===== config.mk =====
export PLATFORM = sky130hd
export DESIGN_NAME = dsr_cell
export DESIGN_NICKNAME = d
export VERILOG_FILES = /design/src/sv/dsr_pkg.sv /design/src/sv/dsr_cell.sv
export SDC_FILE = /design/constraint.sdc
export NUM_CORES = 1
export LEC_CHECK = 0
export ABC_CLOCK_PERIOD_IN_PS = 9400
export BUFFER_PORTS_ARGS = -buffer_cell sky130_fd_sc_hd__buf_2
export CAP_MARGIN = 20
export CORE_MARGIN = 8
export CORE_UTILIZATION = 43
export DETAILED_ROUTE_END_ITERATION = 8
export MAX_ROUTING_LAYER = met4
export PLACE_DENSITY = 0.95
export SKIP_LAST_GASP = 1
export SLEW_MARGIN = 20
export SYNTH_ARGS = -nofsm -noshare
export SYNTH_HDL_FRONTEND = slang
export SYNTH_SLANG_ARGS = --single-unit

===== constraint.sdc =====
create_clock -name clk_i -period 9.4 [get_ports clk_i]
set_input_delay 1.88 -clock clk_i [delete_from_list [all_inputs] [get_ports clk_i]]
set_output_delay 1.88 -clock clk_i [all_outputs]
set_load 0.01 [all_outputs]

===== src/sv/dsr_pkg.sv =====
// Shared types, constants and codes for the data stack with rotate.
`default_nettype none

package dsr_pkg;

  // Stack geometry.
  localparam int unsigned STACK_DEPTH = 64;
  localparam int unsigned IDX_W       = $clog2(STACK_DEPTH);
  localparam int unsigned CNT_W       = 7;
  localparam int unsigned WORD_W      = 32;
  localparam int unsigned MIN_SWAP    = 2;

  // Configuration port.
  localparam int unsigned CFG_ADDR_W   = 3;
  localparam int unsigned CFG_DATA_W   = 32;
  localparam logic        REG_CAPACITY = 1'b0;
  localparam logic [CNT_W-1:0] CAPACITY_RESET = CNT_W'(64);

  // Operation codes of a request.
  typedef enum logic [2:0] {
    OP_PUSH   = 3'd0,
    OP_POP    = 3'd1,
    OP_DUP    = 3'd2,
    OP_SWAP   = 3'd3,
    OP_ROLL   = 3'd4,
    OP_REWIND = 3'd5,
    OP_CALL   = 3'd6
  } op_e;

  // Status codes of a result.
  typedef enum logic [1:0] {
    ST_OK     = 2'd0,
    ST_FULL   = 2'd1,
    ST_FEW    = 2'd2,
    ST_NOCALL = 2'd3
  } status_e;

  // Movement broadcast to the row of cells.
  typedef enum logic [2:0] {
    CMD_NONE,
    CMD_PUSH,
    CMD_DUP,
    CMD_POP,
    CMD_SWAP,
    CMD_ROLL,
    CMD_REWIND
  } cmd_e;

  // Where a cell takes its next word from.
  typedef enum logic [2:0] {
    SEL_HOLD,
    SEL_LEFT,
    SEL_RIGHT,
    SEL_TOP,
    SEL_PICK
  } sel_e;

  typedef struct packed {
    cmd_e             kind;
    logic [CNT_W-1:0] n;
  } cell_cmd_t;

  typedef struct packed {
    logic [2:0]               operation;
    logic signed [WORD_W-1:0] push_value;
    logic [CNT_W-1:0]         rotate_count;
  } in_req_t;

  typedef struct packed {
    logic signed [WORD_W-1:0] top_value;
    logic [1:0]               status;
    logic [CNT_W-1:0]         fill_level;
  } out_rsp_t;

endpackage

`default_nettype wire


===== src/sv/dsr_cell.sv =====
// One stack cell: holds the word at a fixed depth below the top.
`default_nettype none

module dsr_cell
  import dsr_pkg::*;
(
  input  wire logic              clk_i,
  input  wire logic [IDX_W-1:0]  idx_i,
  input  wire cell_cmd_t         cmd_i,
  input  wire logic [WORD_W-1:0] left_i,
  input  wire logic [WORD_W-1:0] right_i,
  input  wire logic [WORD_W-1:0] top_i,
  input  wire logic [WORD_W-1:0] pick_i,
  output logic      [WORD_W-1:0] word_o
);

  logic [WORD_W-1:0] word_q, word_d;
  logic [CNT_W-1:0]  idx;
  logic              is_top, is_second, below_n, at_n_last;
  sel_e              sel;

  assign idx       = CNT_W'(idx_i);
  assign is_top    = (idx == '0);
  assign is_second = (idx == CNT_W'(1));
  assign below_n   = (idx < cmd_i.n);
  assign at_n_last = (idx == (cmd_i.n - CNT_W'(1)));

  // Decode the broadcast movement into this cell's source.
  always_comb begin
    sel = SEL_HOLD;
    unique case (cmd_i.kind)
      CMD_PUSH:   sel = SEL_LEFT;
      CMD_DUP:    sel = is_top ? SEL_HOLD : SEL_LEFT;
      CMD_POP:    sel = SEL_RIGHT;
      CMD_SWAP: begin
        if (is_top) begin
          sel = SEL_RIGHT;
        end else if (is_second) begin
          sel = SEL_LEFT;
        end
      end
      CMD_ROLL: begin
        if (is_top) begin
          sel = SEL_PICK;
        end else if (below_n) begin
          sel = SEL_LEFT;
        end
      end
      CMD_REWIND: begin
        if (at_n_last) begin
          sel = SEL_TOP;
        end else if (below_n) begin
          sel = SEL_RIGHT;
        end
      end
      default:    sel = SEL_HOLD;
    endcase
  end

  // Select the next word.
  always_comb begin
    case (sel)
      SEL_LEFT:  word_d = left_i;
      SEL_RIGHT: word_d = right_i;
      SEL_TOP:   word_d = top_i;
      SEL_PICK:  word_d = pick_i;
      default:   word_d = word_q;
    endcase
  end

  // Stored word, no reset needed.
  always_ff @(posedge clk_i) begin
    word_q <= word_d;
  end

  assign word_o = word_q;

endmodule

`default_nettype wire


# After elaboration in Yosys (flattened, before gate mapping)
# Cells that the tools add are included.
[word_totals] register_bits=32 out_inout_bits=32 word_cells=26 input_bits=145
[op_classes] order_cmp=1 reduce_logical=2 n_eq_ne=12 mux=9 n_addsub=1
[ops] op="$pmux W32 S4" count=1
[ops] op="$pmux W3 S6" count=1
[ops] op="$eq A3 B2 Y1 const B" count=4
[ops] op="$eq A3 B3 Y1 const B" count=4
[ops] op="$eq A6 B7 Y1" count=1
[ops] op="$logic_not A7 Y1" count=1
[ops] op="$lt A6 B7 Y1" count=1
[ops] op="$sub A7 B1 Y7 const B" count=1
[ops] op="$eq A3 B1 Y1 const B" count=2
[ops] op="$eq A6 B1 Y1 const B" count=1
[ops] op="$mux W2" count=3
[ops] op="$reduce_bool A4 Y1" count=1
[ops] op="$mux W1" count=3
[ops] op="$mux W3" count=1

# Logic depth before layout (Yosys ltp)
[depth] depth_word=6 depth_mapped=11 depth_no_buf=8

# Least setup slack after synthesis
# No wires, ideal clock.
[synth_timing] path_kind="input to register" startpoint="input port cmd_i[5] (netlist bit)" endpoint="register word_q[0], in the netlist word_o[0] (enable)" t_arrival_ns=4.938 n_path_buf=0 stages=7 required_ns=8.934 setup_ns=0.466 path_slack_ns=3.996 cell_sequence="inv_1 > ha_1 > a21oi_1 > a21oi_1 > nor3_1 > nor2_1 > o21ai_0"
[synth_between] elab_chain_cells=6 elab_cells_between_ends=13 classes_between="add/sub: 1; order compare: 1; eq/ne: 5; mux: 5; reduce/logical: 1"
[synth_rtl] element="start: declaration" line="dsr_cell.sv:9" source="input wire cell_cmd_t cmd_i,"
[synth_rtl] element="$sub A7 B1 Y7 / $lt A6 B7 Y1 (equally long branches)" line="dsr_cell.sv:26, dsr_cell.sv:25"
[synth_rtl] element="$eq A6 B7 Y1, or another cell as far along" line="dsr_cell.sv:26" source="assign at_n_last = (idx == (cmd_i.n - CNT_W'(1)));"
[synth_rtl] element="$mux W2 / $mux W3 (equally long branches)" line="dsr_cell.sv:50, dsr_cell.sv:43"
[synth_rtl] element="$pmux W3 S6 *" line="dsr_cell.sv:31" source="unique case (cmd_i.kind)"
[synth_rtl] element="$eq A3 B3 Y1, or another cell as far along" line="dsr_cell.sv:62" source="case (sel)"
[synth_rtl] element="$reduce_bool A4 Y1 (no line) *"
[synth_rtl] element="end signal: assignment" line="dsr_cell.sv:73" source="word_q <= word_d;"
[synth_rtl] element="end: declaration" line="dsr_cell.sv:17" source="logic [WORD_W-1:0] word_q, word_d;"
# Every way passes the cells marked *; elsewhere a longest branch is shown, timed or not.
# A chain may end at the register's enable or synchronous reset.

# Worst setup path in the final report
[layout_timing] startpoint="input port idx_i[2]" endpoint="register word_q[23], in the netlist word_o[23], data pin"
[layout_between] elab_chain_cells=6 elab_cells_between_ends=17 classes_between="order compare: 1; eq/ne: 6; mux: 9; reduce/logical: 1"
[layout_rtl] element="start: declaration" line="dsr_cell.sv:8" source="input wire logic [IDX_W-1:0] idx_i,"
[layout_rtl] element="$lt A6 B7 Y1 / $eq A6 B1 Y1 (equally long branches)" line="dsr_cell.sv:25, dsr_cell.sv:24"
[layout_rtl] element="$mux W1, or another cell as far along" line="dsr_cell.sv:45" source="end else if (below_n) begin"
[layout_rtl] element="$mux W3, or another cell as far along" line="dsr_cell.sv:43" source="if (is_top) begin"
[layout_rtl] element="$pmux W3 S6 *" line="dsr_cell.sv:31"
[layout_rtl] element="$eq A3 B3 Y1, or another cell as far along" line="dsr_cell.sv:62"
[layout_rtl] element="$pmux W32 S4 *" line="dsr_cell.sv:62"
[layout_rtl] element="via word_d[23]" line="dsr_cell.sv:17"
# The timed path passes the listed nets; every way through them passes the cells marked *.

==> results_dict.tcl <==
set metrics [dict create \
    ys_seq_elements 32 \
    worstPathRequired_ps 9390 \
    outcome "finished clean" \
    path_class "in -> reg" \
    place_area_um2 3150 \
    root_buffer "clkbuf_8" \
    pin_count 177 \
    cpPeakStageDelay_ps 830 \
    yosysTopAreaCellShare_pct 41.9 \
    relSlewSlack_pct 33.7 \
    start_util_pct 44.6 \
    first_iter_violations 264 \
    synth_edf_count 32 \
    worstMarginPinSlew_ps 990 \
    worstPathMaxFanout 33 \
    antenna_cells 0 \
    powerDensity_nw_per_um2 132 \
    synth.most_common_cell "nor3_1" \
    hold_class "in -> reg" \
    cts_resized 0 \
    cts_setup_buffers 0 \
    rsz0062_at_grt "no" \
    crit_slowest_cell "or2_2" \
    gp_congestion 0.886 \
    fillers 455 \
    drc 0 \
    synthCells 214 \
    startpoint_type "input port" \
    dieArea_um2 7930 \
    grt_max_degree 66 \
    yosys-top-cells-area "edfxtp_1, a222oi_1, a21oi_2" \
    multi_input_area_um2 1180 \
    dp_hpwl_um 6810 \
    drive_above_1_share_pct 58.8 \
    num_rows 26 \
    wl_per_cell_um 19.4 \
    grt_pass1_vias 2602 \
    wl_um 8640 \
    synth.net_count 366 \
    cts_hold_repair.buffers 0 \
    fin_crit_ps 5160 \
    design_area_um2 3230 \
    syn_area_um2 2290 \
    layout_setup_ws_ps 4240 \
    viasPerCell 5.76 \
    dpl.cell_count 439 \
    critical_path.endpoint_type "flop" \
    clk_pin_slew_ps 70 \
    largest_register_ff_count 32 \
    die_h_um 89.0 \
    htreeDepth 2 \
    p_leak_nw 1.40 \
    peakVddDrop_mv 0.0616 \
    finalMaxSlewViolations 0 \
    yosys.area.top_type "edfxtp_1" \
    overflow 0 \
    cts_sinks 32 \
    grt_pass1_wl_um 12300 \
    cts_tree "done" \
    setup_tns_ps 0 \
    dp_slack_ps 3250 \
    drv_cap 0 \
    hold_viol_final 0 \
    firstDrtPassIters 8 \
    io_buffers 176 \
    coreArea_um2 5140 \
    grt_usage_pct 20.6 \
    async_reset_ff_share_pct 0 \
    ys_types 36 \
    seq_area_um2 961 \
    nets 528 \
    die_w_um 89.0 \
    final_antenna_net_count 0 \
    clockBufferDepth 2 \
    finish.utilization_pct 62.9 \
    yosysSeqAreaShare_pct 41.9 \
    path_cells "buf_2 -> or4_4 -> nor3_2 -> and4b_2 -> or3_2 -> or2_2 -> o211ai_1" \
    final_cells 446 \
    syn-mean-instance-area_um2 10.7 \
    num_vias 2569 \
    numCtsBuffers 5 \
    setup_violations 0 \
    arrival_ps 5150 \
    synthFlopType "edfxtp_1" \
    yosys-top-cells-count "nor3_1, edfxtp_1, a222oi_1, a21oi_2, clkbuf_1" \
    antenna_found_initial 0 \
    area_delta_synth_final_pct 40.9 \
    min_period_over_period_pct 54.9 \
    clock.fmax_ghz 0.194 \
    ys_warn_count 0 \
]
## placed cells by master (no fill, tap or decap), types with 2 or more instances in the layout
cell type / instances
o21ai_0: 2
xor2_1: 3
buf_2: 176
inv_1: 9
a222oi_1: 31
xnor2_1: 4
nor3_1: 38
nand3b_1: 3
nor2_1: 2
a21oi_1: 7
a21oi_2: 30
nor3_2: 2
clkbuf_8: 5
edfxtp_1: 32
ha_1: 7
o211ai_1: 3
nand2b_1: 2
## cell type report
cell class / instances / area share (%)
multi-input combinational: 151 / 36.6
sequential: 32 / 29.7
timing repair buffer: 177 / 27.5
tap: 70 / 2.71
clock buffer: 6 / 2.25
inverter: 9 / 1.05
clock inverter: 1 / 0.155
## power breakdown
group | internal [mW] | switching (mW)
clock | 0.0502 | 0.0459
sequential | 0.189 | 0.00637
combinational | 0.0600 | 0.0751
total | 0.299 | 0.127
## critical path: cells and delay by family
| kind | cells | cell delay [ps] |
|---|---|---|
| buffers and inverters | 1 | 140 |
| AOI/OAI and AO/OA | 1 | 170 |
| and+or+nand+nor | 5 | 2910 |
## cell families (layout without fill, tap and decap cells)
group | after synthesis | in the layout | share of synthesized area [%]
AOI/OAI and AO/OA | 78 | 78 | 29.7
and+or+nand+nor | 59 | 59 | 14.5
DFF | 32 | 32 | 41.9
buffers and inverters | 31 | 193 | 7.42
adders and majority gates | 7 | 7 | 3.82
xor gates and xnor gates | 7 | 7 | 2.67
## routing by layer
metal  track usage [%]  up-vias  wire length [µm]
li1                  -     1215                 -
met1              19.9     1170              3020
met2              38.7      171              4530
met3              4.87       13               931
met4              7.85        0               159
met5                 -        -                 0
## metrics by stage
stage          hold WS, ps  power (mW)
2_1_floorplan         2090       0.267
3_3_place_gp          2170       0.327
3_5_place_dp          2210       0.334
4_1_cts               1910       0.430
5_1_grt               1920       0.447
6_report              1920       0.427
## final timing paths
kind	start	endpoint	slack, ps	depth (start not counted)
max	idx_i[2]	word_o[23]	4240	7
min	right_i[23]	word_o[23]	1920	3
Note: power is estimated with default switching activity, not from simulation.
