## src/sv/dsr_pkg.sv

```systemverilog
// Shared types, constants and codes for the data stack with rotate.
`default_nettype none

package dsr_pkg;

  // Stack geometry.
  localparam int unsigned STACK_DEPTH = 64;
  localparam int unsigned IDX_W       = $clog2(STACK_DEPTH);
  localparam int unsigned CNT_W       = 7;
  localparam int unsigned WORD_W      = 32;
  localparam int unsigned MIN_SWAP    = 2;

  // Configuration port.
  localparam int unsigned CFG_ADDR_W   = 3;
  localparam int unsigned CFG_DATA_W   = 32;
  localparam logic        REG_CAPACITY = 1'b0;
  localparam logic [CNT_W-1:0] CAPACITY_RESET = CNT_W'(64);

  // Operation codes of a request.
  typedef enum logic [2:0] {
    OP_PUSH   = 3'd0,
    OP_POP    = 3'd1,
    OP_DUP    = 3'd2,
    OP_SWAP   = 3'd3,
    OP_ROLL   = 3'd4,
    OP_REWIND = 3'd5,
    OP_CALL   = 3'd6
  } op_e;

  // Status codes of a result.
  typedef enum logic [1:0] {
    ST_OK     = 2'd0,
    ST_FULL   = 2'd1,
    ST_FEW    = 2'd2,
    ST_NOCALL = 2'd3
  } status_e;

  // Movement broadcast to the row of cells.
  typedef enum logic [2:0] {
    CMD_NONE,
    CMD_PUSH,
    CMD_DUP,
    CMD_POP,
    CMD_SWAP,
    CMD_ROLL,
    CMD_REWIND
  } cmd_e;

  // Where a cell takes its next word from.
  typedef enum logic [2:0] {
    SEL_HOLD,
    SEL_LEFT,
    SEL_RIGHT,
    SEL_TOP,
    SEL_PICK
  } sel_e;

  typedef struct packed {
    cmd_e             kind;
    logic [CNT_W-1:0] n;
  } cell_cmd_t;

  typedef struct packed {
    logic [2:0]               operation;
    logic signed [WORD_W-1:0] push_value;
    logic [CNT_W-1:0]         rotate_count;
  } in_req_t;

  typedef struct packed {
    logic signed [WORD_W-1:0] top_value;
    logic [1:0]               status;
    logic [CNT_W-1:0]         fill_level;
  } out_rsp_t;

endpackage

`default_nettype wire

```

## src/sv/dsr_ctrl.sv

```systemverilog
// Request decoder: checks limits, picks the cell movement and forms the result.
`default_nettype none

module dsr_ctrl
  import dsr_pkg::*;
(
  input  wire in_req_t           req_i,
  input  wire logic              fire_i,
  input  wire logic [CNT_W-1:0]  count_i,
  input  wire logic [CNT_W-1:0]  capacity_i,
  input  wire logic [WORD_W-1:0] top_word_i,
  output cell_cmd_t              cmd_o,
  output out_rsp_t               rsp_o,
  output logic [CNT_W-1:0]       count_o
);

  logic [CNT_W-1:0] eff_cap;
  logic             is_full, is_empty;
  logic [CNT_W-1:0] n;
  cmd_e             kind;
  status_e          status;
  logic [WORD_W-1:0] removed;
  logic [CNT_W-1:0] count_d;

  // Capacity is bounded by the physical depth.
  assign eff_cap  = (capacity_i > CNT_W'(STACK_DEPTH)) ? CNT_W'(STACK_DEPTH) : capacity_i;
  assign is_full  = (count_i >= eff_cap);
  assign is_empty = (count_i == '0);
  assign n        = req_i.rotate_count;

  // Decide the operation outcome.
  always_comb begin
    kind    = CMD_NONE;
    status  = ST_OK;
    removed = '0;
    count_d = count_i;
    case (req_i.operation)
      OP_PUSH: begin
        if (is_full) begin
          status = ST_FULL;
        end else begin
          kind    = CMD_PUSH;
          count_d = count_i + CNT_W'(1);
        end
      end
      OP_POP: begin
        if (is_empty) begin
          status = ST_FEW;
        end else begin
          kind    = CMD_POP;
          removed = top_word_i;
          count_d = count_i - CNT_W'(1);
        end
      end
      OP_DUP: begin
        if (is_empty) begin
          status = ST_FEW;
        end else if (is_full) begin
          status = ST_FULL;
        end else begin
          kind    = CMD_DUP;
          count_d = count_i + CNT_W'(1);
        end
      end
      OP_SWAP: begin
        if (count_i < CNT_W'(MIN_SWAP)) begin
          status = ST_FEW;
        end else begin
          kind = CMD_SWAP;
        end
      end
      OP_ROLL, OP_REWIND: begin
        if (count_i < n) begin
          status = ST_FEW;
        end else if (n >= CNT_W'(2)) begin
          kind = (req_i.operation == OP_ROLL) ? CMD_ROLL : CMD_REWIND;
        end
      end
      OP_CALL: begin
        if (is_empty) begin
          status = ST_FEW;
        end else if (!top_word_i[WORD_W-1]) begin
          status = ST_NOCALL;
        end else begin
          kind    = CMD_POP;
          removed = top_word_i;
          count_d = count_i - CNT_W'(1);
        end
      end
      default: begin
        kind = CMD_NONE;
      end
    endcase
  end

  // Cells move only on an accepted request.
  assign cmd_o.kind = fire_i ? kind : CMD_NONE;
  assign cmd_o.n    = n;

  assign rsp_o.top_value  = removed;
  assign rsp_o.status     = status;
  assign rsp_o.fill_level = count_d;
  assign count_o          = count_d;

endmodule

`default_nettype wire

```

## config.mk

```make
export PLATFORM = sky130hd
export DESIGN_NAME = dsr_ctrl
export DESIGN_NICKNAME = d
export VERILOG_FILES = /design/src/sv/dsr_pkg.sv /design/src/sv/dsr_ctrl.sv
export SDC_FILE = /design/constraint.sdc
export NUM_CORES = 1
export LEC_CHECK = 0
export BUFFER_PORTS_ARGS = -buffer_cell sky130_fd_sc_hd__buf_2
export CAP_MARGIN = 20
export CORE_UTILIZATION = 37
export DETAILED_ROUTE_END_ITERATION = 7
export PLACE_DENSITY = 0.95
export SETUP_SLACK_MARGIN = 0.5
export SLEW_MARGIN = 5
export SYNTH_ARGS = -nofsm -noshare
export SYNTH_HDL_FRONTEND = slang
export SYNTH_SLANG_ARGS = --single-unit
export TNS_END_PERCENT = 1
```

## constraint.sdc

```tcl
create_clock -name vclk -period 4.05
set_input_delay 1.0125 -clock vclk [all_inputs]
set_output_delay 1.0125 -clock vclk [all_outputs]
set_load 0.02 [all_outputs]
```

After elaboration in Yosys (flattened, before gate mapping)

Index checks and enable logic that the tools add are counted.

Add/sub/neg operators: 2
Magnitude comparators: 5
Equality and inequality tests: 6
Mux-type cells: 31
Reductions and logical operators: 3

Operator list:

| cell                | number |
|---|---|
| $mux 32             | 3 |
| $pmux 32 s2         | 1 |
| $mux 7              | 6 |
| $pmux 7 s4          | 1 |
| $mux 2              | 12 |
| $pmux 3 s6          | 1 |
| $mux 3              | 4 |
| $pmux 2 s6          | 1 |
| $eq 3x3->1 const B  | 3 |
| $add 7x1->7 const B | 1 |
| $ge 7x2->1 const B  | 1 |
| $ge 7x7->1          | 1 |
| $gt 7x7->1 const B  | 1 |
| $logic_not 7->1     | 1 |
| $lt 7x2->1 const B  | 1 |
| $lt 7x7->1          | 1 |
| $sub 7x1->7 const B | 1 |
| $eq 3x2->1 const B  | 2 |
| $eq 3x1->1 const B  | 1 |
| $logic_not 3->1     | 1 |
| $mux 1              | 2 |
| $reduce_or 2->1     | 1 |

Register bits: 0
Bits of input ports: 89
Output and inout port bits: 58
Logic and storage cells: 47

Longest topological paths before layout

Gate-level depths: netlist of run 1.

Word-level depth: 7
Depth in mapped cells: 10
Gate-level depth less buffers: 8

Worst setup path after synthesis of run 1

Ideal clock, no wire load.

Path type: input to output
From: input capacity_i[0]
To: output rsp_o[0] (netlist name)
Data arrival time: 3.226 ns
Required time: 3.038 ns
Slack: -0.189 ns
Cell stages on the path: 9
Buffers on the path: 2
Path through: nor2b_1 -> ha_1 -> nand2b_1 -> a211o_1 -> a211oi_2 -> clkbuf_1 -> a21oi_1 -> xnor2_1 -> buf_4

Word-level cells in the longest chain between the ends: 6

Ends and longest elaborated chain:

| element            | line                           | RTL |
|---|---|---|
| start: declaration | dsr_ctrl.sv:10                 | `input wire logic [CNT_W-1:0] capacity_i,` |
| $gt 7x7->1         | dsr_ctrl.sv:26                 | `assign eff_cap = (capacity_i > CNT_W'(STACK_DEPTH)) ? CNT_W'(STACK_DEPTH) : capacity_i;` |
| $mux 7 *           | dsr_ctrl.sv:26                 |  |
| $ge 7x7->1 *       | dsr_ctrl.sv:27                 | `assign is_full = (count_i >= eff_cap);` |
| $mux 7 *           | dsr_ctrl.sv:39, dsr_ctrl.sv:58 |  |
| $mux 7             | dsr_ctrl.sv:56                 | `if (is_empty) begin` |
| $pmux 7 s4 *       | dsr_ctrl.sv:37                 | `case (req_i.operation)` |
| end: declaration   | dsr_ctrl.sv:13                 | `output out_rsp_t rsp_o,` |

Mark *: on every way between the ends. The rest lies on a longest branch, timed or not.

==> run_results.csv, run 1 <==
group,metric,value,unit
sta,setup_viol,0,
layout,syn2layout_area_growth,48.49,%
layout,drive_gt1_frac,0.4739,
grt,antenna_found_initial,0,
yosys,syn_area_per_cell,6.555,um^2
sta,finalCritPeriodShare,0.9884,
grt,grt_util_met2,0.3668,
floorplanning,die_y,62.85,um
floorplanning,die_w,62.85,um
floorplanning,coreArea,3442,um^2
critical_path,path_common_cell,"buf_2",
critical_path,arrival,2.99,ns
sta,final.min_clock_period,4.003,ns
detailed_routing,vias,1917,
layout,mostFrequentLayoutCell,"buf_2",
floorplanning,ios,147,
layout,regArea,0,um^2
outcome,status,"finished clean",
grt,first_global_vias,1567,
detailed_routing,routed_via_density,5.446,
critical_path,required,3.04,ns
critical_path,endpoint_kind,"output port",
sta,max_freq,249.8,MHz
floorplanning,rows,21,
sta,relSlewSlack,0.7423,
job,drv_cap,0,
critical_path,critPathLaunchType,"primary input",
placed_design,gp_routability_congestion,0.8807,
critical_path,crit_buf_inv,2,
floorplanning,die_area,3950,um^2
layout,layout.nets,413,
sta,rsz0062_at_grt,"yes",
yosys,synth-seq-area-share,0,
worst_hold_path,hp-class,"primary input to output port",
placed_design,io_buffer_count,115,
sta,worstMarginPinSlew,0.3806,ns
grt,grt_util_met1,0.2765,
yosys,yosysWarnings,0,
grt,grt_util_met3,0.01460,
yosys,ys_types,49,
yosys,synthesis.nets,314,
sta,tns,0,ns
grt,track_usage,0.2053,
critical_path,cp_top_family,"simple AND/OR/NAND/NOR gates",
pwr,worst_ir_drop_vdd,0.00006819,V
clocking,cts_setup_buffers,0,
detailed_routing,drc,0,
floorplanning,floorplan.initialDensity,0.3980,
sta,drv_slew,0,
grt,grt_pass1_wl,6975,um
detailed_routing,final_antenna_net_count,0,
detailed_routing,first_pass_iters,4,
grt,grt.busiest_layer,"met2",
pwr,total_power,0.0002443,W
detailed_routing,wire_per_inst,12.46,um
layout,final_cell_mix,"buf_2 (112), and3_1 (36), ha_1 (16)",
yosys,synth_area,1370,um^2
pwr,power_density,120.1,nW/um^2
critical_path,cp_cell_sequence,"buf_2 -> nor2b_1 -> ha_1 -> nand2b_1 -> a211o_1 -> a211oi_4 -> a21oi_2 -> or4_4 -> buf_2",
detailed_routing,drt-total-wl,4387,um
layout,design.seq.count,0,
critical_path,cpPeakStageDelay,0.54,ns
sta,hold_viol,0,
critical_path,critPathMaxFanout,5,
yosys,synthCells,209,
grt,grt-ovfl-total,0,
pwr,leakage,1.200,nW
layout,n_antenna_cell,0,
placed_design,hpwl,3525,um
critical_path,worstSetupPathType,"primary input to output port",
detailed_routing,drt_iter0_drc,144,
layout,clkbuf_count,0,
grt,grt_start_max_net_pins,33,
critical_path,cp_slowest_cell,"or4_4",
layer usage:
metal	wire [um]	part of all wire	vias up
met4	21	0.0048	0
met1	1888	0.43	870
li1	-	-	958
met3	296	0.067	6
met5	0	0	-
met2	2180	0.50	83
path summary, 6_finish.rpt:
| path | cells past startpoint | startpoint | to |
|---|---|---|---|
| max | 9 | capacity_i[0] | rsp_o[3] |
| min | 2 | req_i[0] | cmd_o[0] |
metrics by stage:
stage	util	area (um^2)	std cells	hold slack [ns]	setup slack (ns)
2_1_floorplan	-	1438	209	2.131	0.1311
3_3_place_gp	0.5751	1979	352	2.257	0.008044
3_5_place_dp	0.5751	1979	352	2.259	-0.03721
4_1_cts	0.5751	1979	352	2.258	0.01801
5_1_grt	0.5911	2034	352	2.267	-0.05587
6_report	0.5911	2034	352	2.257	0.04684
cell usage after synthesis (2+ instances only):
library cell,n,share of area
a211oi_1,3,0.016
a21boi_0,2,0.011
a21o_1,4,0.022
a21oi_1,10,0.037
a31oi_1,3,0.014
a32oi_1,2,0.013
a41oi_1,2,0.013
and2_1,2,0.0091
and3_1,36,0.16
buf_2,2,0.0073
buf_4,14,0.077
clkbuf_1,11,0.030
ha_1,16,0.15
inv_1,13,0.036
nand2_1,15,0.041
nand2b_1,5,0.023
nand3_1,10,0.037
nor2_1,11,0.030
nor2b_1,2,0.0091
nor3_1,3,0.011
o211ai_1,2,0.011
o21ai_0,8,0.029
o22ai_1,3,0.014
o31ai_1,2,0.011
or4_1,4,0.022
cell type report:
cell class / instances / area, um^2
multi-input cells: 168 / 1257
well taps: 46 / 57.56
fillers: 358 / 1408
repair buffers: 125 / 670.6
inverters: 13 / 48.80
kinds of logic (layout without fill, tap and decap cells):
family | count (synthesis) | count (layout) | share of synthesized area
simple gates | 97 | 97 | 0.4064
xor+xnor | 1 | 1 | 0.006394
mux | 1 | 1 | 0.007306
compound gates | 53 | 53 | 0.2758
fa+ha+maj | 16 | 16 | 0.1461
buf+inv | 41 | 138 | 0.1580
repair_timing:
action                                  in CTS  in global routing
endpoints found under the hold margin        0                  0
hold buffers                                 0                  0
endpoints found under the setup margin      31                 51
resized for setup                            1                 19
pin swaps                                    0                  2
report_power, final:
part | switching [W] | internal [W]
logic | 0.000144 | 0.000100
clock network | 0 | 0
registers | 0 | 0
total | 0.000144 | 0.000100
No activity file was read; power rests on OpenSTA's default activity.
==> inputs of run 2 (changes only) <==
clock period = 4.2 ns   (was 4.05 ns; I/O delays follow)
==> run 2 against run 1 <==
- non-clock buffer count shrank 1
- flip-flop and latch count unchanged
- worst hold slack gained 0.074 ns
- utilization is 1.6 points lower
- total power is 5.0% lower
- via count shrank 0.57%
- wire length rose by 2.7%
- first-iteration DRC count decreased by 19%
- critical path type unchanged
- largest cell class unchanged
- largest power group unchanged
==> run_results.csv, run 2 (same netlist as run 1, synthesis figures left out) <==
group,metric,value,unit
outcome,status,"finished clean",
floorplanning,die_w,62.85,um
detailed_routing,vias,1906,
pwr,p_clk_frac,0,
detailed_routing,drt-total-wl,4507,um
critical_path,crit_buf_inv,2,
sta,rsz0062_at_grt,"yes",
floorplanning,rows,21,
pwr,combPwrFrac,1.000,
grt,first_global_vias,1650,
detailed_routing,first_pass_iters,4,
layout,drive_gt1_frac,0.4590,
sta,final.min_clock_period,4.119,ns
layout,nFillCells,342,
critical_path,cpPeakStageDelay,0.55,ns
detailed_routing,final_antenna_net_count,0,
sta,hold_viol,0,
sta,drv_slew,0,
layout,multi_input_area,1227,um^2
critical_path,cp_top_family,"simple AND/OR/NAND/NOR gates",
floorplanning,die_area,3950,um^2
grt,grt_pass1_wl,7279,um
layout,layout.nets,412,
layout,syn2layout_area_growth,44.48,%
layout,regArea,0,um^2
sta,worstMarginPinSlew,0.3791,ns
layout,clkbuf_count,0,
worst_hold_path,hp-class,"primary input to output port",
pwr,total_power,0.0002321,W
sta,max_freq,242.8,MHz
pwr,power_density,117.2,nW/um^2
layout,design.seq.count,0,
clocking,postCtsHoldBufs,0,
placed_design,gp_routability_congestion,0.8660,
grt,grt_start_max_net_pins,33,
job,drv_cap,0,
sta,relSlewSlack,0.7433,
pwr,p_sw,0.0001379,W
placed_design,hpwl,3628,um
layout,final_cell_mix,"buf_2 (114), and3_1 (36), ha_1 (16)",
pwr,worst_ir_drop_vdd,0.00006367,V
layout,n_antenna_cell,0,
critical_path,endpoint_kind,"output port",
detailed_routing,drt_iter0_drc,117,
grt,grt-ovfl-total,0,
critical_path,cp_cell_sequence,"buf_2 -> nor2b_1 -> ha_1 -> nand2b_1 -> a211o_1 -> a211oi_4 -> a21oi_2 -> or4_4 -> buf_4",
detailed_routing,wire_per_inst,12.84,um
floorplanning,floorplan.initialDensity,0.3980,
critical_path,required,3.15,ns
floorplanning,die_y,62.85,um
detailed_routing,routed_via_density,5.430,
pwr,power_frac_seq,0,
critical_path,critPathLaunchType,"primary input",
floorplanning,ios,147,
grt,track_usage,0.2151,
sta,finalCritPeriodShare,0.9807,
critical_path,critPathMaxFanout,5,
sta,setup_viol,0,
pwr,switching_share,0.5943,
pwr,leakage,1.184,nW
critical_path,cp_slowest_cell,"or4_4",
detailed_routing,drc,0,
placed_design,io_buffer_count,115,
critical_path,arrival,3.07,ns
layout,mostFrequentLayoutCell,"buf_2",
critical_path,worstSetupPathType,"primary input to output port",
sta,tns,0,ns
floorplanning,coreArea,3442,um^2
pwr,p_int,0.00009416,W
grt,antenna_found_initial,0,
## run 2: layer usage
layer  wire length [um]  up-vias  share of wire  global-route usage
met5                  0        -              0                   0
met4                 69        0          0.015             0.05523
li1                   -      955              -                   -
met2               2243       87           0.50              0.3913
met1               1934      856           0.43              0.2729
met3                260        8          0.058            0.009124
## run 2: per-stage QoR
stage	instances	cell area [um^2]	util	hold slack (ns)	setup slack [ns]
after floorplan	209	1438	-	2.206	0.2061
final	351	1979	0.5751	2.331	0.08120
after global placement	351	1972	0.5729	2.332	0.08485
after global routing	351	1979	0.5751	2.346	0.02362
after detailed placement	351	1972	0.5729	2.332	0.03755
after CTS	351	1978	0.5747	2.332	0.05364
## run 2: path summary, 6_finish.rpt
| check | startpoint | to | slack [ns] | cells after the start |
|---|---|---|---|---|
| max | capacity_i[0] | count_o[3] | 0.08 | 9 |
| min | req_i[5] | cmd_o[5] | 2.33 | 2 |
## run 2: power groups by stage
stage               combinational, W  sequential [W]  clock [W]
floorplan                   0.000159               0          0
global placement            0.000223               0          0
detailed placement          0.000228               0          0
CTS                         0.000230               0          0
global route                0.000251               0          0
finish                      0.000232               0          0
## run 2: final cells by class
class / count / share of cell area
repair buffers: 124 / 0.3262
well taps: 46 / 0.02908
multi-input cells: 168 / 0.6201
inverters: 13 / 0.02465
## run 2: repair_timing
item / CTS / global route
buffers inserted: 0 / 0
pin swaps: 1 / 1
gates resized for setup: 3 / 3
gates cloned: 0 / 0
setup endpoints to repair: 19 / 51
==> inputs of run 3 (changes only) <==
PLACE_DENSITY = 0.81   (was 0.95)
SLEW_MARGIN = 40   (was 5)
==> run 3 against run 2 <==
- clock-buffer cell count stayed put
- die area is the same
- fmax rose by 1.6%
- non-clock buffer count is 5 higher
- wire length down 0.33%
- worst hold slack better by 0.0029 ns
- first-iteration DRC count rose by 42%
- utilization rose by 4.1 points
- design area up 7.1%
- combinational power rose by 8.6%
- largest power group unchanged
- highest routed layer is now met3
==> run_results.csv, run 3 (same netlist as run 1, synthesis figures left out) <==
group,metric,value,unit
pwr,worst_ir_drop_vdd,0.00006614,V
worst_hold_path,hp-class,"primary input to output port",
sta,max_freq,246.6,MHz
sta,tns,0,ns
floorplanning,rows,21,
layout,clkbuf_count,0,
placed_design,gp_routability_congestion,0.9375,
pwr,p_int,0.0001087,W
critical_path,worstSetupPathType,"primary input to output port",
critical_path,endpoint_kind,"output port",
layout,fin_util,0.6161,
critical_path,critPathMaxFanout,4,
grt,grt_pass1_wl,7127,um
pwr,p_sw,0.0001429,W
floorplanning,ios,147,
grt,grt-ovfl-total,0,
sta,setup_viol,0,
pwr,combPwrFrac,1.000,
floorplanning,floorplan.initialDensity,0.3980,
placed_design,hpwl,3529,um
pwr,power_frac_seq,0,
layout,mostFrequentLayoutCell,"buf_2",
grt,first_global_vias,1638,
layout,final_cell_mix,"buf_2 (109), and3_1 (36), nand2_1 (15), ha_1 (15), buf_4 (14)",
detailed_routing,drt_iter0_drc,166,
clocking,postCtsHoldBufs,0,
critical_path,endpoint,"count_o[3]",
sta,relSlewSlack,0.6967,
floorplanning,die_area,3950,um^2
critical_path,required,3.15,ns
layout,syn2layout_area_growth,54.79,%
placed_design,placed_cell_area,1994,um^2
layout,layout.nets,417,
detailed_routing,wire_per_inst,12.62,um
critical_path,arrival,3.01,ns
job,drv_cap,0,
grt,track_usage,0.2091,
layout,final_cell_area,2121,um^2
pwr,switching_share,0.5679,
floorplanning,die_y,62.85,um
sta,drv_slew,0,
layout,drive_gt1_frac,0.4935,
sta,worstMarginPinSlew,0.4502,ns
detailed_routing,drt-total-wl,4492,um
pwr,power_density,118.6,nW/um^2
detailed_routing,drc,0,
sta,hold_viol,0,
sta,finalCritPeriodShare,0.9656,
floorplanning,coreArea,3442,um^2
grt,antenna_found_initial,0,
placed_design,io_buffer_count,115,
detailed_routing,routed_via_density,5.382,
sta,rsz0062_at_grt,"yes",
layout,n_antenna_cell,0,
detailed_routing,first_pass_iters,4,
sta,final.min_clock_period,4.056,ns
grt,grt_start_max_net_pins,26,
critical_path,crit_start,"capacity_i[0]",
layout,design.seq.count,0,
detailed_routing,vias,1916,
pwr,p_clk_frac,0,
floorplanning,die_w,62.85,um
outcome,status,"finished clean",
critical_path,critPathLaunchType,"primary input",
pwr,leakage,1.243,nW
layout,regArea,0,um^2
detailed_routing,final_antenna_net_count,0,
## run 3: changes by cell type in the layout (fill, tap and decap cells not counted), sizes merged
cell,before,now
buf,124,129
## run 3: worst min-delay path by stage
stage	from	endpoint	slack, ns	cells past startpoint
finish	req_i[5]	cmd_o[5]	2.33	2
floorplan	count_i[0]	count_o[0]	2.21	1
global route	req_i[5]	cmd_o[5]	2.34	2
CTS	req_i[5]	cmd_o[5]	2.33	2
detailed placement	req_i[5]	cmd_o[5]	2.33	2
global placement	req_i[5]	cmd_o[5]	2.33	2
## run 3: critical path, stage by stage
cell	delay, ns
buf_6	0.09
nor2b_4	0.12
ha_4	0.22
nand2b_4	0.12
a211o_1	0.32
a211oi_4	0.31
a21oi_2	0.09
or4_4	0.53
buf_6	0.15
## run 3: final cells by class
cell class / instances / area (um^2)
Inverter: 13 / 48.80
Tap cell: 46 / 57.56
Multi-Input combinational cell: 168 / 1296
Fill cell: 329 / 1321
Timing Repair Buffer: 129 / 718.2
## run 3: what timing repair did
| action | 4_1_cts | 5_1_grt |
|---|---|---|
| resized for setup | 1 | 26 |
| setup buffers | 2 | 0 |
| endpoints found under the setup margin | 18 | 19 |
| hold endpoints to repair | 0 | 0 |
| pin swaps | 1 | 7 |
## run 3: through the flow
step,worst slack [ns],std cells,hold WS (ns),total power [W]
after floorplan,0.2061,209,2.206,0.0001591
after global placement,0.03788,354,2.333,0.0002269
after detailed placement,0.03517,354,2.334,0.0002310
after CTS,0.05934,356,2.334,0.0002358
after global routing,0.07544,356,2.341,0.0002733
final,0.1445,356,2.333,0.0002516
## run 3: metal layers
metal / track usage / routed length (um)
met1: 0.2635 / 1913
met2: 0.3940 / 2331
met3: 0.01277 / 247
met4: 0.02326 / 0
met5: 0 / 0
## run 3: power groups by stage
stage / combinational (W) / clock, W / sequential [W]
after floorplan: 0.000159 / 0 / 0
after global placement: 0.000227 / 0 / 0
after detailed placement: 0.000231 / 0 / 0
after CTS: 0.000236 / 0 / 0
after global routing: 0.000273 / 0 / 0
final: 0.000252 / 0 / 0
